File: config.mk
export PLATFORM = sky130hd
export DESIGN_NAME = cpf_outq
export DESIGN_NICKNAME = d
export VERILOG_FILES = /design/src/collinear_point_filter_unit_defines.svh /design/src/cpf_pkg.sv /design/src/cpf_outq.sv
export SDC_FILE = /design/constraint.sdc
export NUM_CORES = 1
export LEC_CHECK = 0
export BUFFER_PORTS_ARGS = -buffer_cell sky130_fd_sc_hd__buf_2
export CELL_PAD_IN_SITES_DETAIL_PLACEMENT = 0
export CELL_PAD_IN_SITES_GLOBAL_PLACEMENT = 1
export CORE_UTILIZATION = 43
export DETAILED_ROUTE_END_ITERATION = 8
export PLACE_DENSITY_LB_ADDON = 0.1
export SYNTH_ARGS = -nofsm -noshare
export SYNTH_HDL_FRONTEND = slang
export SYNTH_SLANG_ARGS = --single-unit
File: constraint.sdc
create_clock -name clk_i -period 5.2 [get_ports clk_i]
set_input_delay 0 -clock clk_i [delete_from_list [all_inputs] [get_ports clk_i]]
set_output_delay 0 -clock clk_i [all_outputs]
set_load 0.02 [all_outputs]
File: src/collinear_point_filter_unit_defines.svh
// Assertion macros shared by the collinear point filter RTL.
`ifndef COLLINEAR_POINT_FILTER_UNIT_DEFINES_SVH
`define COLLINEAR_POINT_FILTER_UNIT_DEFINES_SVH
`ifndef ASSERT_OFF
`define CPF_ASSERT(lbl, prop) \
  lbl: assert property (@(posedge clk_i) disable iff (!rst_ni) prop) \
    else $error("collinear point filter check failed");
`define CPF_ASSERT_ALWAYS(lbl, prop) \
  lbl: assert property (@(posedge clk_i) prop) \
    else $error("collinear point filter check failed");
`else
`define CPF_ASSERT(lbl, prop)
`define CPF_ASSERT_ALWAYS(lbl, prop)
`endif
`endif

File: src/cpf_pkg.sv
// Types and constants of the collinear point filter.
`timescale 1ns / 1ps
package cpf_pkg;

  localparam int unsigned CoordBits   = 16;
  localparam int unsigned DiffBits    = CoordBits + 1;
  localparam int unsigned ProdBits    = 2 * DiffBits;
  localparam int unsigned MaxPush     = 3;
  localparam int unsigned PushBits    = 2;
  localparam int unsigned FifoDepth   = 4;
  localparam int unsigned FifoPtrBits = 2;
  localparam int unsigned FifoCntBits = 3;

  typedef struct packed {
    logic signed [CoordBits-1:0] px;
    logic signed [CoordBits-1:0] py;
    logic                        final_point;
  } in_word_t;

  typedef struct packed {
    logic signed [CoordBits-1:0] kept_x;
    logic signed [CoordBits-1:0] kept_y;
    logic                        final_kept;
  } out_word_t;

  typedef struct packed {
    logic signed [CoordBits-1:0] x;
    logic signed [CoordBits-1:0] y;
  } point_t;

  typedef struct packed {
    logic [FifoCntBits-1:0] count;
    logic                   pop;
  } fifo_stat_t;

endpackage

File: src/cpf_outq.sv
// Output queue that takes up to three words per cycle and sends one while the output is not stalled.
`timescale 1ns / 1ps
module cpf_outq (
  input  logic                               clk_i,
  input  logic                               rst_ni,
  input  logic [cpf_pkg::PushBits-1:0]       push_n_i,
  input  cpf_pkg::out_word_t                 push_w_i [cpf_pkg::MaxPush],
  output logic                               out_valid_o,
  input  logic                               out_stall_i,
  output cpf_pkg::out_word_t                 out_data_o,
  output cpf_pkg::fifo_stat_t                stat_o
);

  localparam int unsigned PB = cpf_pkg::FifoPtrBits;
  localparam int unsigned CB = cpf_pkg::FifoCntBits;

  cpf_pkg::out_word_t mem_q [cpf_pkg::FifoDepth];
  logic [PB-1:0] wr_ptr_q, wr_ptr_d, rd_ptr_q, rd_ptr_d;
  logic [CB-1:0] cnt_q, cnt_d;
  logic          pop;

  assign out_valid_o = (cnt_q != '0);
  assign out_data_o  = mem_q[rd_ptr_q];
  assign pop         = out_valid_o && !out_stall_i;
  assign stat_o      = '{count: cnt_q, pop: pop};

  always_comb begin
    wr_ptr_d = wr_ptr_q + PB'(push_n_i);
    rd_ptr_d = rd_ptr_q + PB'(pop);
    cnt_d    = cnt_q + CB'(push_n_i) - CB'(pop);
  end

  always_ff @(posedge clk_i) begin
    for (int k = 0; k < cpf_pkg::MaxPush; k++) begin
      if (k < int'(push_n_i)) begin
        mem_q[wr_ptr_q + PB'(k)] <= push_w_i[k];
      end
    end
  end

  always_ff @(posedge clk_i or negedge rst_ni) begin
    if (!rst_ni) begin
      wr_ptr_q <= '0;
      rd_ptr_q <= '0;
      cnt_q    <= '0;
    end else begin
      wr_ptr_q <= wr_ptr_d;
      rd_ptr_q <= rd_ptr_d;
      cnt_q    <= cnt_d;
    end
  end

endmodule

# [Word level (Yosys, flattened, before mapping)]
# Memories as Yosys holds them, arrays and structs flattened.
# Index checks and enable logic that the tools add are counted.
[word_totals] mem_bits_rw=132 input_bits=104 mem_count=1 ff_bits=7 elab_cells=22
[op_classes] mux=6 order_cmp=3 reduce_logical=3 n_addsub=6
[memory_table] name="mem_q" words=4 width=33 rd=1 rd_clocked_by_memory_dff=0 write_ports=3 line_no="cpf_outq.sv:17" source="cpf_pkg::out_word_t mem_q [cpf_pkg::FifoDepth];"
[op_table] op="1-bit 2-to-1 mux" count=6
[op_table] op="1-bit by 2-bit < comparator with 1-bit output, first input constant" count=2
[op_table] op="3-bit by 2-bit adder with 3-bit output" count=1
[op_table] op="3-bit nonzero test" count=1
[op_table] op="3-bit by 1-bit subtractor with 3-bit output" count=1
[op_table] op="2-bit by 1-bit adder with 2-bit output" count=1
[op_table] op="2-bit by 1-bit adder with 2-bit output, second input constant" count=1
[op_table] op="2-bit adder" count=1
[op_table] op="2-bit adder, second input constant" count=1
[op_table] op="2-bit < comparator, first input constant" count=1
[op_table] op="1-bit logical AND" count=1
[op_table] op="1-bit logical NOT" count=1

# [Depth between registers and ports, before layout]
# Gate-level depths: netlist of the first run.
[depth] depth_word=3 depth_mapped=8

# [Worst setup path before layout of the first run]
# Ideal clock, no wire load.
[synth_path] kind="register to register" startpoint="register wr_ptr_q[0]" endpoint="memory mem_q[0][0] (netlist name) (enable)" required_ps=4726 arrival_time_ps=3199 period_less_slack_ps=3672 stages_incl_launch_ff=4 setup_slack_ps=1528 setup_ps=474 cell_sequence="dfrtp_1 > buf_6 > o21ai_1 > a211oi_1"
[synth_lines] element="start: declaration" line_no="cpf_outq.sv:18" source="logic [PB-1:0] wr_ptr_q, wr_ptr_d, rd_ptr_q, rd_ptr_d;"
[synth_lines] element="start signal: assignment" line_no="cpf_outq.sv:47" source="wr_ptr_q <= wr_ptr_d;"
[synth_lines] element="end: declaration" line_no="cpf_outq.sv:17"

==> results.sh, run 1 <==
export IMPL_fin_skew_ns=0.00674
export IMPL_tightestPinTransition_ns=1.15
export IMPL_p_per_area_nw_per_um2=551
export IMPL_synth_warning_count=0
export IMPL_wl_met3_mm=1.80
export IMPL_hold_viol_final=0
export IMPL_tns_ns=0
export IMPL_antenna_found_initial=0
export IMPL_vias=7318
export IMPL_grt_pass1_vias=6802
export IMPL_clock_latency_ns=0.42
export IMPL_syn_avg_cell_area_um2=9.73
export IMPL_slew_violations=0
export IMPL_rsz0062_at_grt="false"
export IMPL_grt_ovfl_total=0
export IMPL_rows=49
export IMPL_period_minus_slack_ns=3.33
export IMPL_initial_core_util_pct=43.9
export IMPL_ys_types=33
export IMPL_grt_start_max_net_pins=67
export IMPL_worstPathRequired_ns=5.36
export IMPL_die_h_um=137
export IMPL_final_cells=1296
export IMPL_worstSetupPathType="flip-flop to flip-flop"
export IMPL_dieArea_um2=18900
export IMPL_clock_root_buffer="clkbuf_16"
export IMPL_drive_above_1_share_pct=20.6
export IMPL_ios=142
export IMPL_utilization_pct=59.1
export IMPL_critPathArrivalTime_ns=3.49
export IMPL_dp_cells=1124
export IMPL_grt_pass1_wl_mm=37.9
export IMPL_track_usage_pct=27.9
export IMPL_place_hpwl_mm=14.0
export IMPL_totalPowerFinal_mw=5.85
export IMPL_via_per_inst=5.65
export IMPL_antennaDiodeCount=0
export IMPL_period_share_pct=64.0
export IMPL_ys_seq_area_share_pct=52.5
export IMPL_coreArea_um2=18000
export IMPL_cp_start_kind="flip-flop"
export IMPL_ys_seq_elements=139
export IMPL_drtIter0Drc=636
export IMPL_cts_tree="built"
export IMPL_clkSinkCount=139
export IMPL_timing_max_cap_violations=0
export IMPL_place_gp_congestion=0.786
export IMPL_clock_tree_buffer_depth=2
export IMPL_cp_max_fo=48
export IMPL_wirelength_mm=25.6
export IMPL_post_drt_wl_per_cell_um=19.7
export IMPL_layout_commonest_cell="nand2_1"
export IMPL_whs_ns=0.0101
export IMPL_syn_nets=921
export IMPL_cts_buffers=17
export IMPL_cts_repair_resized=0
export IMPL_top_layer="met4"
export IMPL_p_leak_nw=4.27
export IMPL_dr_wl_met2_mm=12.8
export IMPL_peakVddDrop_mv=0.403
export IMPL_final_nets=1168
export IMPL_setup_violations=0
export IMPL_die_w_um=137
export IMPL_drc=0
export IMPL_areaGrowthSynthToFinish_pct=34.6
export IMPL_syn_area_um2=7890
export IMPL_layout_common_cells="nand2_1, dlygate4sd3_1, buf_2, nor2_1"
export IMPL_final_antenna_net_count=0
export IMPL_drt_first_pass_iters=7
export IMPL_wl_met1_mm=10.5
export IMPL_holdCritPathClass="input pin to flip-flop"
export IMPL_cts_hold_buffers_added=144
export IMPL_fmax_mhz=301
export IMPL_numPortBuffers=141
export IMPL_status="finished, final reports clean"
export IMPL_cp_end_kind="flip-flop"
export IMPL_max_slew_margin_rel_pct=23.5
export IMPL_post_cts_setup_buffers=0
export IMPL_htree_levels=4
export IMPL_synth_cells=811
export IMPL_path_clk_slew_ns=0.06
cells in the mapped netlist:
cell type | instances | area share (%)
edfxtp_1 | 132 | 50
dfrtp_1 | 7 | 2.2
and3b_1 | 2 | 0.22
nand3b_1 | 1 | 0.095
xnor2_1 | 4 | 0.44
xor2_1 | 1 | 0.11
a31oi_1 | 132 | 10
mux4_2 | 33 | 9.4
o21ai_0 | 2 | 0.13
buf_6 | 5 | 0.71
nor2b_1 | 2 | 0.16
nor3b_4 | 1 | 0.24
or3_1 | 1 | 0.079
fa_1 | 1 | 0.25
nand4_1 | 1 | 0.079
buf_4 | 5 | 0.48
nand3b_2 | 1 | 0.14
or3b_1 | 1 | 0.11
a211oi_1 | 1 | 0.095
ha_1 | 5 | 0.79
buf_2 | 40 | 2.5
and3_1 | 1 | 0.079
a21oi_1 | 2 | 0.13
nand3_1 | 2 | 0.13
clkbuf_1 | 16 | 0.76
buf_1 | 3 | 0.14
nand4b_1 | 2 | 0.22
nand2_1 | 264 | 13
inv_1 | 7 | 0.33
a21o_1 | 1 | 0.095
o21ai_1 | 1 | 0.063
nand4bb_1 | 1 | 0.14
nor2_1 | 133 | 6.3
final timing paths:
kind	slack [ns]	cells after the start	to	start
max	1.87	5	mem_q[1][9]	wr_ptr_q[1]
min in group asynchronous	0.53	3	cnt_q[2]	rst_ni
min reg2reg	0.50	1	cnt_q[2]	cnt_q[2]
max reg2reg	1.87	5	mem_q[1][9]	wr_ptr_q[1]
max in group asynchronous	4.41	3	rd_ptr_q[0]	rst_ni
min	0.01	3	mem_q[3][25]	push_w_i[58]
worst max-delay path, stage by stage, from the launching register on:
cell	delay (ns)
dfrtp_1	0.78
nand4_1	0.85
buf_4	0.59
nor2_1	0.16
a31oi_1	0.06
dlygate4sd3_1	0.60
routing by layer:
metal	global-route usage (%)	vias to the layer above
met5	0	-
met4	10.4	0
met3	4.08	34
met2	47.7	343
met1	35.6	3541
li1	-	3400
cell families (layout without fill, tap and decap cells):
logic type | count (synthesis) | after routing | share of synthesized area (%)
mux | 33 | 33 | 9.42
flops | 139 | 139 | 52.5
buf+inv | 76 | 332 | 4.96
fa+ha+maj | 6 | 6 | 1.05
compound gates | 139 | 139 | 11.0
simple gates | 413 | 413 | 20.6
xor+xnor | 5 | 5 | 0.555
sequential cells by signal (all words and copies together), names as in the netlist:
signal    cells
mem_q       132
wr_ptr_q      2
rd_ptr_q      2
cnt_q         3
where the power goes:
| group | internal [mW] | switching, mW |
|---|---|---|
| logic | 1.11 | 1.51 |
| clock network | 0.639 | 0.437 |
| registers | 1.89 | 0.261 |
cell type report:
type	count	area (um2)
Fill cell	1527	7350
Sequential cell	139	4140
Multi-Input combinational cell	596	3430
Timing Repair Buffer	297	2240
Clock buffer	22	444
Tap cell	229	287
Clock inverter	6	51.3
Inverter	7	26.3
stage by stage:
stage | cell area (um2) | worst slack, ns
3_3_place_gp | 8680 | 2.60
5_1_grt | 10600 | 1.68
4_1_cts | 10600 | 1.96
2_1_floorplan | 7890 | 1.53
6_report | 10600 | 1.87
3_5_place_dp | 8680 | 2.50
No activity file was read; power rests on OpenSTA's default activity.
==> inputs of run 2 (changes only) <==
Settings changed: ABC_AREA set to 1, CORE_UTILIZATION 43 to 38.
Clock period 5.2 ns to 2.9 ns, I/O delays scaled along.
==> run 2 against run 1 <==
  * First-iteration DRC count grew 30%
  * Cell count grew 33%
  * Critical path type unchanged
  * Critical endpoint is now mem_q[3][31]
  * Worst setup slack lost 1.6 ns
  * Flip-flop and latch count is the same
  * Power grew 95%
  * Non-clock buffer count shrank 72
==> results.sh, run 2 <==
export IMPL_timing_max_cap_violations=0
export IMPL_synth_simple_area_share_pct=35.4
export IMPL_synth_compound_area_share_pct=6.74
export IMPL_coreArea_um2=23400
export IMPL_max_slew_margin_rel_pct=38.6
export IMPL_ys_seq_elements=139
export IMPL_setup_violations=0
export IMPL_initial_core_util_pct=38.6
export IMPL_crit_chain="inv_4 > nand4_2 > inv_2 > nand2_1 > nand2_1 > dlygate4sd3_1"
export IMPL_fmax_mhz=374
export IMPL_p_per_area_nw_per_um2=1020
export IMPL_nFillCells=2405
export IMPL_areaGrowthSynthToFinish_pct=24.0
export IMPL_worstPathRequired_ns=3.19
export IMPL_synth_top_cell_by_area="edfxtp_1"
export IMPL_die_h_um=156
export IMPL_drive_above_1_share_pct=15.5
export IMPL_syn_nets=1348
export IMPL_cp_max_fo=33
export IMPL_synthFlopType="edfxtp_1"
export IMPL_clkSinkCount=139
export IMPL_track_usage_pct=26.6
export IMPL_path_clk_slew_ns=0.06
export IMPL_clock_tree_buffer_depth=2
export IMPL_synth_top_family_by_area="simple AND/OR/NAND/NOR gates"
export IMPL_ios=142
export IMPL_worst_path_buf_inv=3
export IMPL_p_int_mw=6.42
export IMPL_synth_warning_count=0
export IMPL_dieArea_um2=24400
export IMPL_numPortBuffers=141
export IMPL_synthXorXnorAreaFrac_pct=0.387
export IMPL_crit_path_top_delay_cell="inv_2"
export IMPL_drc=0
export IMPL_regArea_um2=4150
export IMPL_place_gp_congestion=0.782
export IMPL_hold_viol_final=0
export IMPL_clock_root_buffer="clkbuf_16"
export IMPL_slowest_delay_ns=0.71
export IMPL_peakVddDrop_mv=0.674
export IMPL_synth_edf_count=132
export IMPL_synthTopCellsByCount="nand2_1, nand3_1, inv_1, edfxtp_1, buf_2"
export IMPL_switchingPower_mw=4.99
export IMPL_synth_top_area_share_pct=43.8
export IMPL_tns_ns=0
export IMPL_syn_avg_cell_area_um2=7.30
export IMPL_reg_top3="mem_q: 132 flops, cnt_q: 3 flops"
export IMPL_final_antenna_net_count=0
export IMPL_status="finished, final reports clean"
export IMPL_grt_pass1_vias=8385
export IMPL_synth_adder_area_share_pct=0.913
export IMPL_period_minus_slack_ns=2.67
export IMPL_holdCritPathClass="input pin to flip-flop"
export IMPL_cts_tree="built"
export IMPL_dp_slack_ns=0.611
export IMPL_final_nets=1507
export IMPL_drt_first_pass_iters=6
export IMPL_layout_commonest_cell="nand2_1"
export IMPL_synth_area_leaders="edfxtp_1, nand2_1, nand3_1, inv_1, o211ai_1"
export IMPL_cp_end_kind="flip-flop"
export IMPL_layout_common_cells="nand2_1, nand3_1, buf_2, inv_1, edfxtp_1"
export IMPL_grt_start_max_net_pins=81
export IMPL_largest_register_ffs=132
export IMPL_whs_ns=0.00869
export IMPL_seqPwrFrac_pct=34.6
export IMPL_post_drt_wl_per_cell_um=18.2
export IMPL_slew_violations=0
export IMPL_via_per_inst=5.11
export IMPL_die_w_um=156
export IMPL_rows=56
export IMPL_switching_share_pct=43.7
export IMPL_synth_cells=1238
export IMPL_cp_start_kind="flip-flop"
export IMPL_wirelength_mm=31.4
export IMPL_period_share_pct=92.1
export IMPL_fin_ws_ns=0.230
export IMPL_ys_seq_area_share_pct=45.8
export IMPL_ys_types=30
export IMPL_crit_top_cell="nand2_1"
export IMPL_drtIter0Drc=827
export IMPL_fin_skew_ns=0.0114
export IMPL_antennaDiodeCount=0
export IMPL_cts_buffers=17
export IMPL_clock_latency_ns=0.43
export IMPL_yosysMostFrequentCell="nand2_1"
export IMPL_ys_async_sr_fraction_pct=5.04
export IMPL_grt_ovfl_total=0
export IMPL_power_frac_comb_pct=45.8
export IMPL_clkPwrFrac_pct=19.6
export IMPL_yosys_mux_area_fraction_pct=0
export IMPL_syn_area_um2=9040
export IMPL_multi_input_comb_area_um2=3950
export IMPL_htree_levels=4
export IMPL_crit_family="buffers and inverters"
export IMPL_place_hpwl_mm=18.5
export IMPL_tightestPinTransition_ns=0.919
export IMPL_worstSetupPathType="flip-flop to flip-flop"
export IMPL_grt_pass1_wl_mm=48.5
export IMPL_rsz0062_at_grt="false"
export IMPL_largest_register="mem_q"
export IMPL_post_cts_setup_buffers=0
export IMPL_critPathArrivalTime_ns=2.96
export IMPL_vias=8836
export IMPL_p_leak_nw=5.46
export IMPL_antenna_found_initial=0
==> run 2: cell types whose count changed in the layout (fill, tap and decap cells not counted), moves of 32 or more <==
cell,delta
a31oi_1,-131
inv_1,+133
o21ai_0,+34
a21oi_1,+32
nand3_1,+165
nor2_1,-128
nand4_1,+32
mux4_2,-33
dlygate4sd3_1,-86
o211ai_1,+34
nand2_1,+272
==> run 2: worst register-to-register path, cell delays in order (launching register included) <==
cell	delay (ns)
dfrtp_1	0.57
inv_4	0.36
nand4_2	0.15
inv_2	0.71
nand2_1	0.11
nand2_1	0.10
dlygate4sd3_1	0.55
==> run 2: final cells by class <==
type / instances / share of cell area (%)
sequential: 139 / 37.0
multi-input combinational: 866 / 35.3
timing repair buffer: 225 / 14.0
inverter: 148 / 4.98
clock buffer: 19 / 3.86
tap: 319 / 3.56
clock inverter: 13 / 1.34
==> run 2: path summary, 6_finish.rpt <==
check,end,slack (ns),from,depth (start not counted)
setup / recovery,mem_q[3][31],0.23,wr_ptr_q[1],6
hold / removal,mem_q[3][28],0.009,push_w_i[61],5
min in group asynchronous,cnt_q[0],0.55,rst_ni,3
hold reg to reg,cnt_q[2],0.53,cnt_q[2],2
max in group asynchronous,wr_ptr_q[0],2.02,rst_ni,3
setup reg to reg,mem_q[3][31],0.23,wr_ptr_q[1],6
==> run 2: stage by stage <==
stage / util, % / area (um2) / std cells / total power [mW]
6_report: 47.9 / 11200 / 1729 / 11.4
5_1_grt: 47.9 / 11200 / 1729 / 12.2
4_1_cts: 47.9 / 11200 / 1729 / 11.4
3_5_place_dp: 42.9 / 10000 / 1639 / 9.11
3_3_place_gp: 42.9 / 10000 / 1639 / 9.09
2_1_floorplan: - / 9040 / 1238 / 7.20
==> run 2: logic make-up (layout without fill, tap and decap cells) <==
group | after synthesis | in the layout
AND/OR/NAND/NOR | 752 | 752
adder cells (fa/ha/maj) | 6 | 6
buffers and inverters | 233 | 405
XOR/XNOR | 4 | 4
flip-flops | 139 | 139
AO/OA/AOI/OAI | 104 | 104
==> run 2: repair_timing <==
item / 4_1_cts / 5_1_grt
endpoints found under the hold margin: 142 / 0
gates resized for setup: 0 / 1
endpoints found under the setup margin: 0 / 1
hold buffers: 58 / 0
==> run 2: power groups by stage <==
stage	clock (mW)	combinational [mW]	sequential (mW)
floorplan	0	3.55	3.65
global placement	0	5.12	3.97
detailed placement	0	5.14	3.97
CTS	2.26	5.25	3.94
global route	2.33	5.82	4.03
finish	2.24	5.22	3.94
==> run 2: routing by layer <==
layer	GRT usage, %	routed length [um]	up-vias
met5	0	0	-
met4	9.85	768	0
met3	3.24	2180	49
met2	42.4	14200	399
met1	37.1	14300	4045
li1	-	-	4343
==> inputs of run 3 (changes only) <==
Settings changed: PLACE_DENSITY set to 0.84, PLACE_DENSITY_LB_ADDON 0.1 to not set.
==> run 3 against run 2 <==
  * Combinational power down 2%
  * Via count up 2.8%
  * Count of clock-buffer cells in the layout grew 5
  * Design area shrank 1.5%
==> results.sh, run 3 (same netlist as run 2, synthesis figures left out) <==
export IMPL_status="finished, final reports clean"
export IMPL_crit_chain="nand2_1 > nor2_4 > inv_2 > nand3_1 > nand2_1 > dlygate4sd3_1"
export IMPL_stdcell_area_um2=11000
export IMPL_cp_max_fo=33
export IMPL_htree_levels=4
export IMPL_initial_core_util_pct=38.6
export IMPL_period_minus_slack_ns=2.75
export IMPL_totalPowerFinal_mw=11.1
export IMPL_fin_skew_ns=0.00906
export IMPL_clock_tree_buffer_depth=2
export IMPL_track_usage_pct=25.5
export IMPL_areaGrowthSynthToFinish_pct=22.1
export IMPL_reg2reg_from="wr_ptr_q[0]"
export IMPL_layout_common_cells="nand2_1, nand3_1, buf_2, inv_1, edfxtp_1"
export IMPL_via_per_inst=5.27
export IMPL_clock_root_buffer="clkbuf_16"
export IMPL_die_h_um=156
export IMPL_cts_tree="built"
export IMPL_peakVddDrop_mv=0.502
export IMPL_cp_end_kind="flip-flop"
export IMPL_path_clk_slew_ns=0.06
export IMPL_slowest_delay_ns=0.64
export IMPL_worstSetupPathType="flip-flop to flip-flop"
export IMPL_drc=0
export IMPL_post_drt_wl_per_cell_um=17.5
export IMPL_max_slew_margin_rel_pct=42.7
export IMPL_setup_violations=0
export IMPL_p_per_area_nw_per_um2=1000
export IMPL_grt_ovfl_total=0
export IMPL_numPortBuffers=141
export IMPL_place_gp_congestion=0.806
export IMPL_clkSinkCount=139
export IMPL_slew_violations=0
export IMPL_clock_latency_ns=0.43
export IMPL_wirelength_mm=30.1
export IMPL_nFillCells=2415
export IMPL_reg_top3="mem_q: 132 flops, cnt_q: 3 flops"
export IMPL_drt_first_pass_iters=5
export IMPL_grt_pass1_wl_mm=47.2
export IMPL_place_hpwl_mm=18.6
export IMPL_drive_above_1_share_pct=15.7
export IMPL_grt_start_max_net_pins=81
export IMPL_dieArea_um2=24400
export IMPL_crit_top_cell="nand2_1"
export IMPL_antenna_found_initial=0
export IMPL_rsz0062_at_grt="false"
export IMPL_coreArea_um2=23400
export IMPL_worstPathRequired_ns=3.07
export IMPL_timing_max_cap_violations=0
export IMPL_final_antenna_net_count=0
export IMPL_ios=142
export IMPL_layout_commonest_cell="nand2_1"
export IMPL_drtIter0Drc=905
export IMPL_fmax_mhz=363
export IMPL_post_cts_setup_buffers=0
export IMPL_die_w_um=156
export IMPL_min_delay_start="push_w_i[89]"
export IMPL_cp_start_kind="flip-flop"
export IMPL_antennaDiodeCount=0
export IMPL_tightestPinTransition_ns=0.859
export IMPL_holdCritPathClass="input pin to flip-flop"
export IMPL_critPathArrivalTime_ns=2.93
export IMPL_dpl_cell_area_um2=9990
export IMPL_grt_pass1_vias=8554
export IMPL_period_share_pct=95.0
export IMPL_vias=9087
export IMPL_largest_register_ffs=132
export IMPL_final_nets=1501
export IMPL_crit_path_top_delay_cell="dfrtp_4"
export IMPL_rows=56
export IMPL_p_leak_nw=5.40
export IMPL_tns_ns=0
export IMPL_cts_buffers=17
export IMPL_startpoint="wr_ptr_q[0]"
export IMPL_hold_viol_final=0
export IMPL_largest_register="mem_q"
-- run 3: power breakdown --
part	switching (mW)	leakage, nW	internal, mW
Sequential	0.529	1.34	3.42
Clock	0.853	0.260	1.15
Combinational	3.52	3.80	1.58
Total	4.91	5.40	6.15
-- run 3: worst max-delay path: cells and delay by family, from the launching register on --
family / cells / cell delay [ns]
buf+inv: 2 / 0.96
flops: 1 / 0.64
simple gates: 4 / 0.91
-- run 3: layer usage --
layer	track usage, %	vias up	part of all wire, %
li1	-	4325	-
met3	4.65	68	9.3
met5	0	-	0
met2	40.5	471	45
met4	10.7	0	2.9
met1	34.2	4223	42
-- run 3: metrics by stage --
step / instances / hold slack (ns) / setup WS, ns / util (%)
3_5_place_dp: 1639 / -0.140 / 0.564 / 42.7
4_1_cts: 1723 / 0.000151 / 0.0644 / 47.2
6_report: 1723 / 0.00521 / 0.146 / 47.2
2_1_floorplan: 1238 / -0.296 / 0.167 / -
3_3_place_gp: 1639 / -0.143 / 0.679 / 42.7
5_1_grt: 1723 / 0.0173 / 0.0398 / 47.2
-- run 3: worst paths after layout --
| check | slack, ns | depth (start not counted) | to |
|---|---|---|---|
| min in group asynchronous | 0.56 | 3 | cnt_q[0] |
| setup / recovery | 0.15 | 6 | mem_q[1][31] |
| max in group asynchronous | 2.01 | 3 | wr_ptr_q[0] |
| setup reg to reg | 0.15 | 6 | mem_q[1][31] |
| hold reg to reg | 0.53 | 2 | cnt_q[2] |
| hold / removal | 0.005 | 5 | mem_q[1][23] |
-- run 3: layout make-up --
cell class / instances / area, um2 / area share (%)
well taps: 319 / 399 / 3.61
multi-input cells: 866 / 3950 / 35.8
inverters: 148 / 558 / 5.05
flip-flops and latches: 139 / 4150 / 37.6
repair buffers: 219 / 1460 / 13.2
clock inverters: 8 / 45.0 / 0.408
clock buffers: 24 / 482 / 4.36
-- run 3: repair_timing --
item | CTS | global route
resized for setup | 0 | 2
setup endpoints to repair | 0 | 1
hold buffers | 52 | 0
endpoints found under the hold margin | 141 | 0
